File: src/rtl/core/eic_pkg.sv
//------------------------------------------------------------------------------
// eic_pkg
// Shared types and register map constants of the external interrupt controller.
//------------------------------------------------------------------------------
`default_nettype none

package eic_pkg;

   localparam int unsigned LINES_PER_WORD = 32;

   typedef enum logic [1:0] {
      ACT_READ  = 2'd0,
      ACT_WRITE = 2'd1,
      ACT_PIN   = 2'd2,
      ACT_IDLE  = 2'd3
   } action_type;

   typedef logic [9:0] offset_type;

   // Group base offsets of the register map.
   localparam offset_type GRP_STA      = 10'h000;
   localparam offset_type GRP_ACK      = 10'h040;
   localparam offset_type GRP_MASK     = 10'h080;
   localparam offset_type GRP_MASK_SET = 10'h0c0;
   localparam offset_type GRP_MASK_CLR = 10'h100;
   localparam offset_type GRP_SENS     = 10'h140;
   localparam offset_type GRP_SENS_SET = 10'h180;
   localparam offset_type GRP_SENS_CLR = 10'h1c0;
   localparam offset_type GRP_POL      = 10'h300;
   localparam offset_type GRP_POL_SET  = 10'h340;
   localparam offset_type GRP_POL_CLR  = 10'h380;

   // Request and response word widths.
   localparam int unsigned REQ_TDATA_W = 56;
   localparam int unsigned RSP_TDATA_W = 40;

endpackage

`default_nettype wire

File: src/rtl/core/external_interrupt_controller_core.sv
// Response: registered; it is presented in the cycle after its request word is
// accepted. Throughput: one request word per cycle unless rsp_tready stalls the
// output; a single output register holds the response and the request side
// stays open whenever that register drains. Reset: synchronous, active high;
// all lines masked, edge mode, active low, nothing pending, pin levels low.
//------------------------------------------------------------------------------
// external_interrupt_controller_core
// Per-line interrupt controller with status, acknowledge, mask, sense and
// polarity registers and set/clear aliases, driven by bus and pin words.
//------------------------------------------------------------------------------
`default_nettype none

module external_interrupt_controller_core #(
   parameter int unsigned LINE_COUNT = 64
) (
   input  wire logic                               clock,
   input  wire logic                               reset,
   input  wire logic                               req_tvalid,
   output logic                                    req_tready,
   // action[1:0], offset[11:2], write_data[43:12], pin_line[49:44],
   // pin_level[50], zero fill above
   input  wire logic [eic_pkg::REQ_TDATA_W-1:0]   req_tdata,
   output logic                                    rsp_tvalid,
   input  wire logic                               rsp_tready,
   // read_data[31:0], irq[32], bad_offset[33], zero fill above
   output logic [eic_pkg::RSP_TDATA_W-1:0]         rsp_tdata
);

   import eic_pkg::*;

   localparam int unsigned NumWords = (LINE_COUNT + LINES_PER_WORD - 1) / LINES_PER_WORD;

   // Request fields
   action_type        action;
   offset_type        offset;
   logic [31:0]       write_data;
   logic [5:0]        pin_line;
   logic              pin_level;

   assign action     = action_type'(req_tdata[1:0]);
   assign offset     = req_tdata[11:2];
   assign write_data = req_tdata[43:12];
   assign pin_line   = req_tdata[49:44];
   assign pin_level  = req_tdata[50];

   // State
   logic [LINE_COUNT-1:0] mask_ff,   mask_in;
   logic [LINE_COUNT-1:0] sense_ff,  sense_in;
   logic [LINE_COUNT-1:0] pol_ff,    pol_in;
   logic [LINE_COUNT-1:0] status_ff, status_in;
   logic [LINE_COUNT-1:0] pins_ff,   pins_in;
   logic [LINE_COUNT-1:0] prev_ff,   prev_in;

   logic              rsp_valid_ff;
   logic [31:0]       read_data_ff, read_data_in;
   logic              irq_ff,       irq_in;
   logic              bad_ff,       bad_in;

   logic              accept;
   offset_type        group;
   logic              group_known;
   logic              decoded;
   logic [63:0]       bits_wide;
   logic [63:0]       wmask_wide;
   logic [LINE_COUNT-1:0] bits;
   logic [LINE_COUNT-1:0] wmask;
   logic [LINE_COUNT-1:0] active;
   logic [LINE_COUNT-1:0] src;
   logic [63:0]       src_wide;

   assign req_tready = !rsp_valid_ff || rsp_tready;
   assign accept     = req_tvalid && req_tready;

   assign group = {offset[9:6], 6'b0};
   assign group_known = (group == GRP_STA)      || (group == GRP_ACK)      ||
                        (group == GRP_MASK)     || (group == GRP_MASK_SET) ||
                        (group == GRP_MASK_CLR) || (group == GRP_SENS)     ||
                        (group == GRP_SENS_SET) || (group == GRP_SENS_CLR) ||
                        (group == GRP_POL)      || (group == GRP_POL_SET)  ||
                        (group == GRP_POL_CLR);
   assign decoded = (offset[1:0] == 2'b00) && group_known &&
                    (32'(offset[5:2]) < NumWords);

   // Only word 0 or 1 can decode, so offset bit 2 picks the half.
   assign bits_wide  = offset[2] ? {write_data, 32'b0} : {32'b0, write_data};
   assign wmask_wide = offset[2] ? {32'hffff_ffff, 32'b0} : {32'b0, 32'hffff_ffff};
   assign bits       = bits_wide[LINE_COUNT-1:0];
   assign wmask      = wmask_wide[LINE_COUNT-1:0];

   always_comb begin
      mask_in  = mask_ff;
      sense_in = sense_ff;
      pol_in   = pol_ff;
      pins_in  = pins_ff;
      status_in = status_ff;
      if (action == ACT_WRITE && decoded) begin
         case (group)
            GRP_ACK:      status_in = status_ff & ~bits;
            GRP_MASK:     mask_in   = (mask_ff & ~wmask) | bits;
            GRP_MASK_SET: mask_in   = mask_ff | bits;
            GRP_MASK_CLR: mask_in   = mask_ff & ~bits;
            GRP_SENS:     sense_in  = (sense_ff & ~wmask) | bits;
            GRP_SENS_SET: sense_in  = sense_ff | bits;
            GRP_SENS_CLR: sense_in  = sense_ff & ~bits;
            GRP_POL:      pol_in    = (pol_ff & ~wmask) | bits;
            GRP_POL_SET:  pol_in    = pol_ff | bits;
            GRP_POL_CLR:  pol_in    = pol_ff & ~bits;
            default:      ;
         endcase
      end else if (action == ACT_PIN) begin
         for (int i = 0; i < LINE_COUNT; i++) begin
            if (pin_line == 6'(i)) begin
               pins_in[i] = pin_level;
            end
         end
      end

      // Detection sees the state after this word's update.
      active    = ~(pins_in ^ pol_in);
      status_in = status_in | (active & ~prev_ff & ~sense_in) | (active & sense_in);
      prev_in   = active;
   end

   always_comb begin
      case (group)
         GRP_STA:  src = status_in;
         GRP_MASK: src = mask_in;
         GRP_SENS: src = sense_in;
         GRP_POL:  src = pol_in;
         default:  src = '0;
      endcase
      src_wide     = 64'(src);
      read_data_in = '0;
      if (action == ACT_READ && decoded) begin
         read_data_in = offset[2] ? src_wide[63:32] : src_wide[31:0];
      end
      bad_in = ((action == ACT_READ) || (action == ACT_WRITE)) && !decoded;
      irq_in = |(status_in & ~mask_in);
   end

   always_ff @(posedge clock) begin
      if (reset) begin
         mask_ff      <= '1;
         sense_ff     <= '0;
         pol_ff       <= '0;
         status_ff    <= '0;
         pins_ff      <= '0;
         prev_ff      <= '0;
         rsp_valid_ff <= 1'b0;
      end else begin
         if (accept) begin
            mask_ff   <= mask_in;
            sense_ff  <= sense_in;
            pol_ff    <= pol_in;
            status_ff <= status_in;
            pins_ff   <= pins_in;
            prev_ff   <= prev_in;
            rsp_valid_ff <= 1'b1;
         end else if (rsp_tready) begin
            rsp_valid_ff <= 1'b0;
         end
      end
   end

   always_ff @(posedge clock) begin
      if (accept) begin
         read_data_ff <= read_data_in;
         irq_ff       <= irq_in;
         bad_ff       <= bad_in;
      end
   end

   assign rsp_tvalid = rsp_valid_ff;
   assign rsp_tdata  = {6'b0, bad_ff, irq_ff, read_data_ff};

endmodule

`default_nettype wire
File: config.mk
export PLATFORM = sky130hd
export DESIGN_NAME = external_interrupt_controller_core
export DESIGN_NICKNAME = d
export VERILOG_FILES = /design/src/rtl/core/eic_pkg.sv /design/src/rtl/core/external_interrupt_controller_core.sv
export SDC_FILE = /design/constraint.sdc
export NUM_CORES = 1
export LEC_CHECK = 0
export BUFFER_PORTS_ARGS = -buffer_cell sky130_fd_sc_hd__buf_2
export CORE_ASPECT_RATIO = 1.2
export CORE_MARGIN = 3
export CORE_UTILIZATION = 50
export DETAILED_ROUTE_END_ITERATION = 10
export MAX_ROUTING_LAYER = met4
export PLACE_DENSITY_LB_ADDON = 0.1
export SLEW_MARGIN = 5
export SYNTH_ARGS = -nofsm -noshare
export SYNTH_HDL_FRONTEND = slang
export SYNTH_SLANG_ARGS = --single-unit
export TNS_END_PERCENT = 20
File: constraint.sdc
create_clock -name clock -period 3.7 [get_ports clock]
set_input_delay 0.74 -clock clock [delete_from_list [all_inputs] [get_ports clock]]
set_output_delay 0.74 -clock clock [all_outputs]
set_load 0.02 [all_outputs]
==> metrics.cfg, run 1 <==
[run_status]
status=complete, no violations

[cts]
h-tree-depth=2
clock_sinks=419
clk_latency_ps=600
clockRootBuffer=clkbuf_16
cts_made_buffers=47
cts_tree=yes
clk_pin_slew_ps=60
postCtsSetupBuffers=0
clockBufferDepth=3
cts_hold_buf=0

[place]
io_buffers=90
placed_area_um2=29300
place_hpwl_um=76600
gp_congestion=1.00

[synth]
ys_seq_area_frac=0.361
synth_warnings=0
synth_edf_count=34
synth_cell_type_count=79
synth-async-reset-ratio=0
synth_cells=3320
synthFlopType=dfxtp_1
avgSynthCellArea_um2=7.28
syn_area_um2=24200
ys_ff_latch=419

[die]
die_y_um=247
rows=87
die_area_um2=51000
start_util=0.510
ios=102
die_w_um=207
coreArea_um2=47400

[grt]
grt-ovfl-total=0
grt_use_total=0.437
grt_pass1_vias=26400
grt_max_degree=140
antenna_found_initial=12
grt_pass1_wl_um=163000

[timing]
skew_ps=20.2
drv_slew=0
fmax_mhz=281
fin_crit_sh=0.961
tightest_slew_ps=1140
min_period_ps=3550
final-hold-violation-count=0
setup_viol=0
rsz0062_at_grt=no
max-slew-margin-rel=0.240

[finish]
fillers=4183
final_area_um2=30800
syn_to_final_growth_pct=27.3
layout_common_cells=566 x buf_4, 489 x nor2_1, 482 x nand2_1
final_util=0.649
fin_nets=3804
drive_above_1_share=0.220
final_common_cell=buf_4

[detailed_routing]
via_per_inst=6.36
totalWireLength_um=110000
routedWlPerCell_um=25.0
drcViolationCount=0
antenna_left=0
first_pass_iters=6
first_iter_violations=3480
vias=28100

[power_and_ir_drop]
power_density_nw_per_um2=393
power_leakage_uw=0.0124
ir_drop_mv=0.396

[worst_setup_path]
slowest_delay_ps=390
critPathMostFrequentCell=buf_4
path_buf_inv=5
cp_slowest_cell=or3_4
arrival_ps=3890
cpLargestDelayFamily=simple AND/OR/NAND/NOR gates
endpoint_kind=register
required_ps=4040
cp-start-kind=input pin
critPathKind=input pin to register
cp_cell_sequence=buf_2 > or3_4 > buf_4 > nor3_2 > and2_2 > buf_4 > buf_4 > nand2_1 > a22oi_1 > o22a_1 > o221ai_1 > nor4_1 > buf_4 > nand4_1
cp_max_fo=15

[min_path]
hold_class=input pin to register

[flow_run]
maxCapViolCount=0

final timing paths:
path / from / endpoint / slack, ps / cells after the start
min: req_tvalid / rsp_tvalid / 440 / 3
max: req_tdata[3] / irq_ff / 150 / 14
min reg2reg: pins_ff[46] / pins_ff[46] / 460 / 2
max reg2reg: pol_ff[32] / irq_ff / 750 / 12
per-layer routing:
layer / part of all wire / track usage
met1: 0.38 / 0.539
met5: 0 / -
met3: 0.11 / 0.0973
met2: 0.43 / 0.640
met4: 0.077 / 0.291
final cells by class:
cell class,count,area [um^2],share of cell area
diodes,14,35.0,0.00114
clock buffers,71,1320,0.0428
clock inverters,13,119,0.00387
multi-input cells,2560,14100,0.458
repair buffers,700,5620,0.183
inverters,16,67.6,0.00220
flip-flops and latches,419,8730,0.284
well taps,623,779,0.0253
state kept, by name, summed over array words and instances (netlist names):
name,cells
bad_ff,1
irq_ff,1
mask_ff,64
pins_ff,64
pol_ff,64
prev_ff,64
read_data_ff,32
rsp_tvalid,1
sense_ff,64
status_ff,64
kinds of logic (layout without fill, tap and decap cells):
logic type | Yosys count | after routing | share of synthesized area
DFF | 419 | 419 | 0.361
AOI/OAI and AO/OA | 1108 | 1108 | 0.292
buffers and inverters | 346 | 800 | 0.0596
other | 1 | 20 | 0.000155
muxes | 65 | 65 | 0.0270
and+or+nand+nor | 1332 | 1332 | 0.243
xor gates and xnor gates | 49 | 49 | 0.0178
repair_timing:
item / in CTS / in global routing
setup endpoints to repair: 1 / 1
pin swaps: 0 / 1
resized for setup: 3 / 4
through the flow:
stage	setup WS [ps]	hold WS (ps)	setup TNS (ps)	total power [uW]	instances
detailed placement	-805	447	-7620	7500	4318
finish	145	445	0	12100	4416
floorplan	161	434	0	6350	3325
global route	45.4	443	0	12500	4413
CTS	128	428	0	12000	4402
global placement	-804	440	-6890	7440	4318
cell usage after synthesis, types with 29 or more instances:
cell,instances,share of area
a221oi_1,29,0.011
xnor2_1,35,0.013
o21a_1,62,0.019
mux2i_1,64,0.027
a211oi_1,121,0.038
clkbuf_1,238,0.037
nand3_1,73,0.015
o21ai_0,273,0.057
nor2_1,491,0.076
and2_1,44,0.011
nand2_1,485,0.075
o221ai_1,44,0.016
dfxtp_1,385,0.32
nor3_1,70,0.015
nor2b_1,46,0.012
o31ai_1,31,0.0096
buf_2,40,0.0083
a22oi_1,52,0.016
edfxtp_1,34,0.042
a21oi_1,287,0.059
and3_1,32,0.0083
o211ai_1,52,0.016
worst min-delay path: stages:
cell	delay [ps]
buf_2	120
inv_1	50
a21oi_1	60
report_power, final:
part           internal [uW]  switching (uW)
clock network           2590            2020
registers               4850             154
logic                   1040            1450
No activity file was read; power rests on OpenSTA's default activity.
==> inputs of run 2 (changes only) <==
--- a/config.mk
+++ b/config.mk
@@ -5,6 +5,7 @@
 export SDC_FILE = /design/constraint.sdc
 export NUM_CORES = 1
 export LEC_CHECK = 0
+export ABC_AREA = 1
 export BUFFER_PORTS_ARGS = -buffer_cell sky130_fd_sc_hd__buf_2
 export CORE_ASPECT_RATIO = 1.2
 export CORE_MARGIN = 3
==> metrics.cfg, run 2 <==
[synth]
synth_top_area_share=0.283
syn_area_um2=27200
synth-async-reset-ratio=0
avgSynthCellArea_um2=5.68
synth_most_common_cell=nand2_1
synth_cell_type_count=32
synth_area_leaders=dfxtp_1 28%, nand2_1 21%, o21ai_0 11%
netlist_top_cells_count=1526 x nand2_1, 613 x inv_1, 606 x o21ai_0, 586 x nor2_1, 385 x dfxtp_1
yosys.area.top_type=dfxtp_1
synthFlopType=dfxtp_1
synth_edf_count=34
synth_cells=4790
synth_warnings=0
ys_seq_area_frac=0.321
ys_ff_latch=419

[place]
io_buffers=90
place_hpwl_um=69300
placed_area_um2=29600
pre_cts_ws_ps=122
placedCellCount=5502
gp_congestion=0.946

[timing]
setup_viol=0
min_period_ps=3060
tns_ps=0
fin_crit_sh=0.826
hold_ws_ps=492
rsz0062_at_grt=no
skew_ps=12.3
fmax_mhz=327
layout_setup_ws_ps=644
max-slew-margin-rel=0.133
tightest_slew_ps=1300
drv_slew=0
final-hold-violation-count=0

[detailed_routing]
antenna_left=0
routedWlPerCell_um=19.6
first_pass_iters=6
drcViolationCount=0
totalWireLength_um=110000
via_per_inst=5.60
first_iter_violations=4099
vias=31300

[worst_setup_path]
cp_cell_sequence=buf_2 > nor2_1 > nand3_1 > nor2_4 > nand2_4 > nor2_4 > buf_12 > nand2_1 > nand2_1 > nand2_1 > nand2_1 > nand2_1 > nand2_1 > a21oi_1 > nor3_1
slowest_delay_ps=640
critPathKind=input pin to register
arrival_ps=3350
cp_max_fo=25
required_ps=3990
endpoint_kind=register
reg2regPathDepth=14
cp_slowest_cell=nor3_1
critPathMostFrequentCell=nand2_1
cp-start-kind=input pin

[min_path]
hold_class=register to register
hold_depth=2

[power_and_ir_drop]
switching_share=0.318
p_seq_frac=0.412
netSwitchingPower_uw=3980
ir_drop_mv=0.381
power_leakage_uw=0.0172
comb_power_share=0.206
p_int_uw=8530
p_clk_frac=0.382
power_density_nw_per_um2=402

[finish]
layout_common_cells=1521 x nand2_1, 609 x inv_1, 606 x o21ai_0
final_common_cell=nand2_1
fillers=5565
multi_input_area_um2=15100
regArea_um2=8730
fin_nets=4900
final_area_um2=31100
instances_no_fill=5592
drive_above_1_share=0.0800
syn_to_final_growth_pct=14.4

[die]
rows=93
die_y_um=262
ios=102
coreArea_um2=53800
die_area_um2=57300
start_util=0.506
die_w_um=219

[cts]
clk_latency_ps=600
h-tree-depth=2
cts_resized=0
cts_hold_buf=0
clockBufferDepth=3
clock_sinks=419
clockRootBuffer=clkbuf_16
cts_made_buffers=48
cts_tree=yes
postCtsSetupBuffers=0
clk_pin_slew_ps=60

[grt]
grt_use_total=0.387
grt-ovfl-total=0
grt_pass1_wl_um=166000
grt_pass1_vias=27600
antenna_found_initial=7
grt_max_degree=248

[run_status]
status=complete, no violations

[flow_run]
maxCapViolCount=0

[run 2: changes by cell type after synthesis, moves of 44 or more]
cell      delta
a22oi_1     -51
and2_1      -44
nor2b_1     -46
inv_1      +599
a211oi_1   -119
nor2_1      +95
o221ai_1    -44
nand2_1   +1041
mux2i_1     -64
nand3_1    +184
nand4_1     +44
o21a_1      -62
o21ai_0    +333
[run 2: worst paths after layout]
check	startpoint	end	slack [ps]
max	req_tdata[3]	read_data_ff[2]	640
min	mask_ff[38]	mask_ff[38]	490
min reg2reg	mask_ff[38]	mask_ff[38]	490
max reg2reg	pins_ff[56]	irq_ff	1400
[run 2: kinds of logic (layout without fill, tap and decap cells)]
kind of cell           Yosys count  in the layout  synth area share
AO/OA/AOI/OAI                  982            982             0.188
buffers and inverters          918            998             0.130
flip-flops                     419            419             0.321
other                            1             11          0.000138
AND/OR/NAND/NOR               2470           2470             0.362
[run 2: per-stage QoR]
stage               total power (uW)   util
finish                         12500  0.579
global route                   13100  0.579
CTS                            12500  0.579
detailed placement              7750  0.551
global placement                7710  0.551
floorplan                       6920      -
[run 2: critical path, delay by kind of cell]
kind                   cells  cell delay [ps]
AOI/OAI and AO/OA          1              120
buffers and inverters      2              330
and+or+nand+nor           12             2130
[run 2: cell type report]
type                       count  area share
multi-input combinational   3458       0.484
clock inverter                 4     0.00145
clock buffer                  81      0.0474
inverter                     623      0.0754
tap                          712      0.0286
timing repair buffer         290      0.0828
sequential                   419       0.280
antenna                        5    0.000402
[run 2: per-layer routing]
metal | GRT usage | wire length, um
met1 | 0.511 | 43500
met5 | - | 0
met4 | 0.163 | 5260
met2 | 0.586 | 47700
met3 | 0.0666 | 13100
[run 2: power groups by stage]
stage / logic [uW] / clock network (uW) / registers [uW]
3_3_place_gp: 2480 / 0 / 5230
6_report: 2580 / 4780 / 5150
2_1_floorplan: 1710 / 0 / 5210
5_1_grt: 2900 / 4990 / 5180
3_5_place_dp: 2510 / 0 / 5240
4_1_cts: 2530 / 4820 / 5140
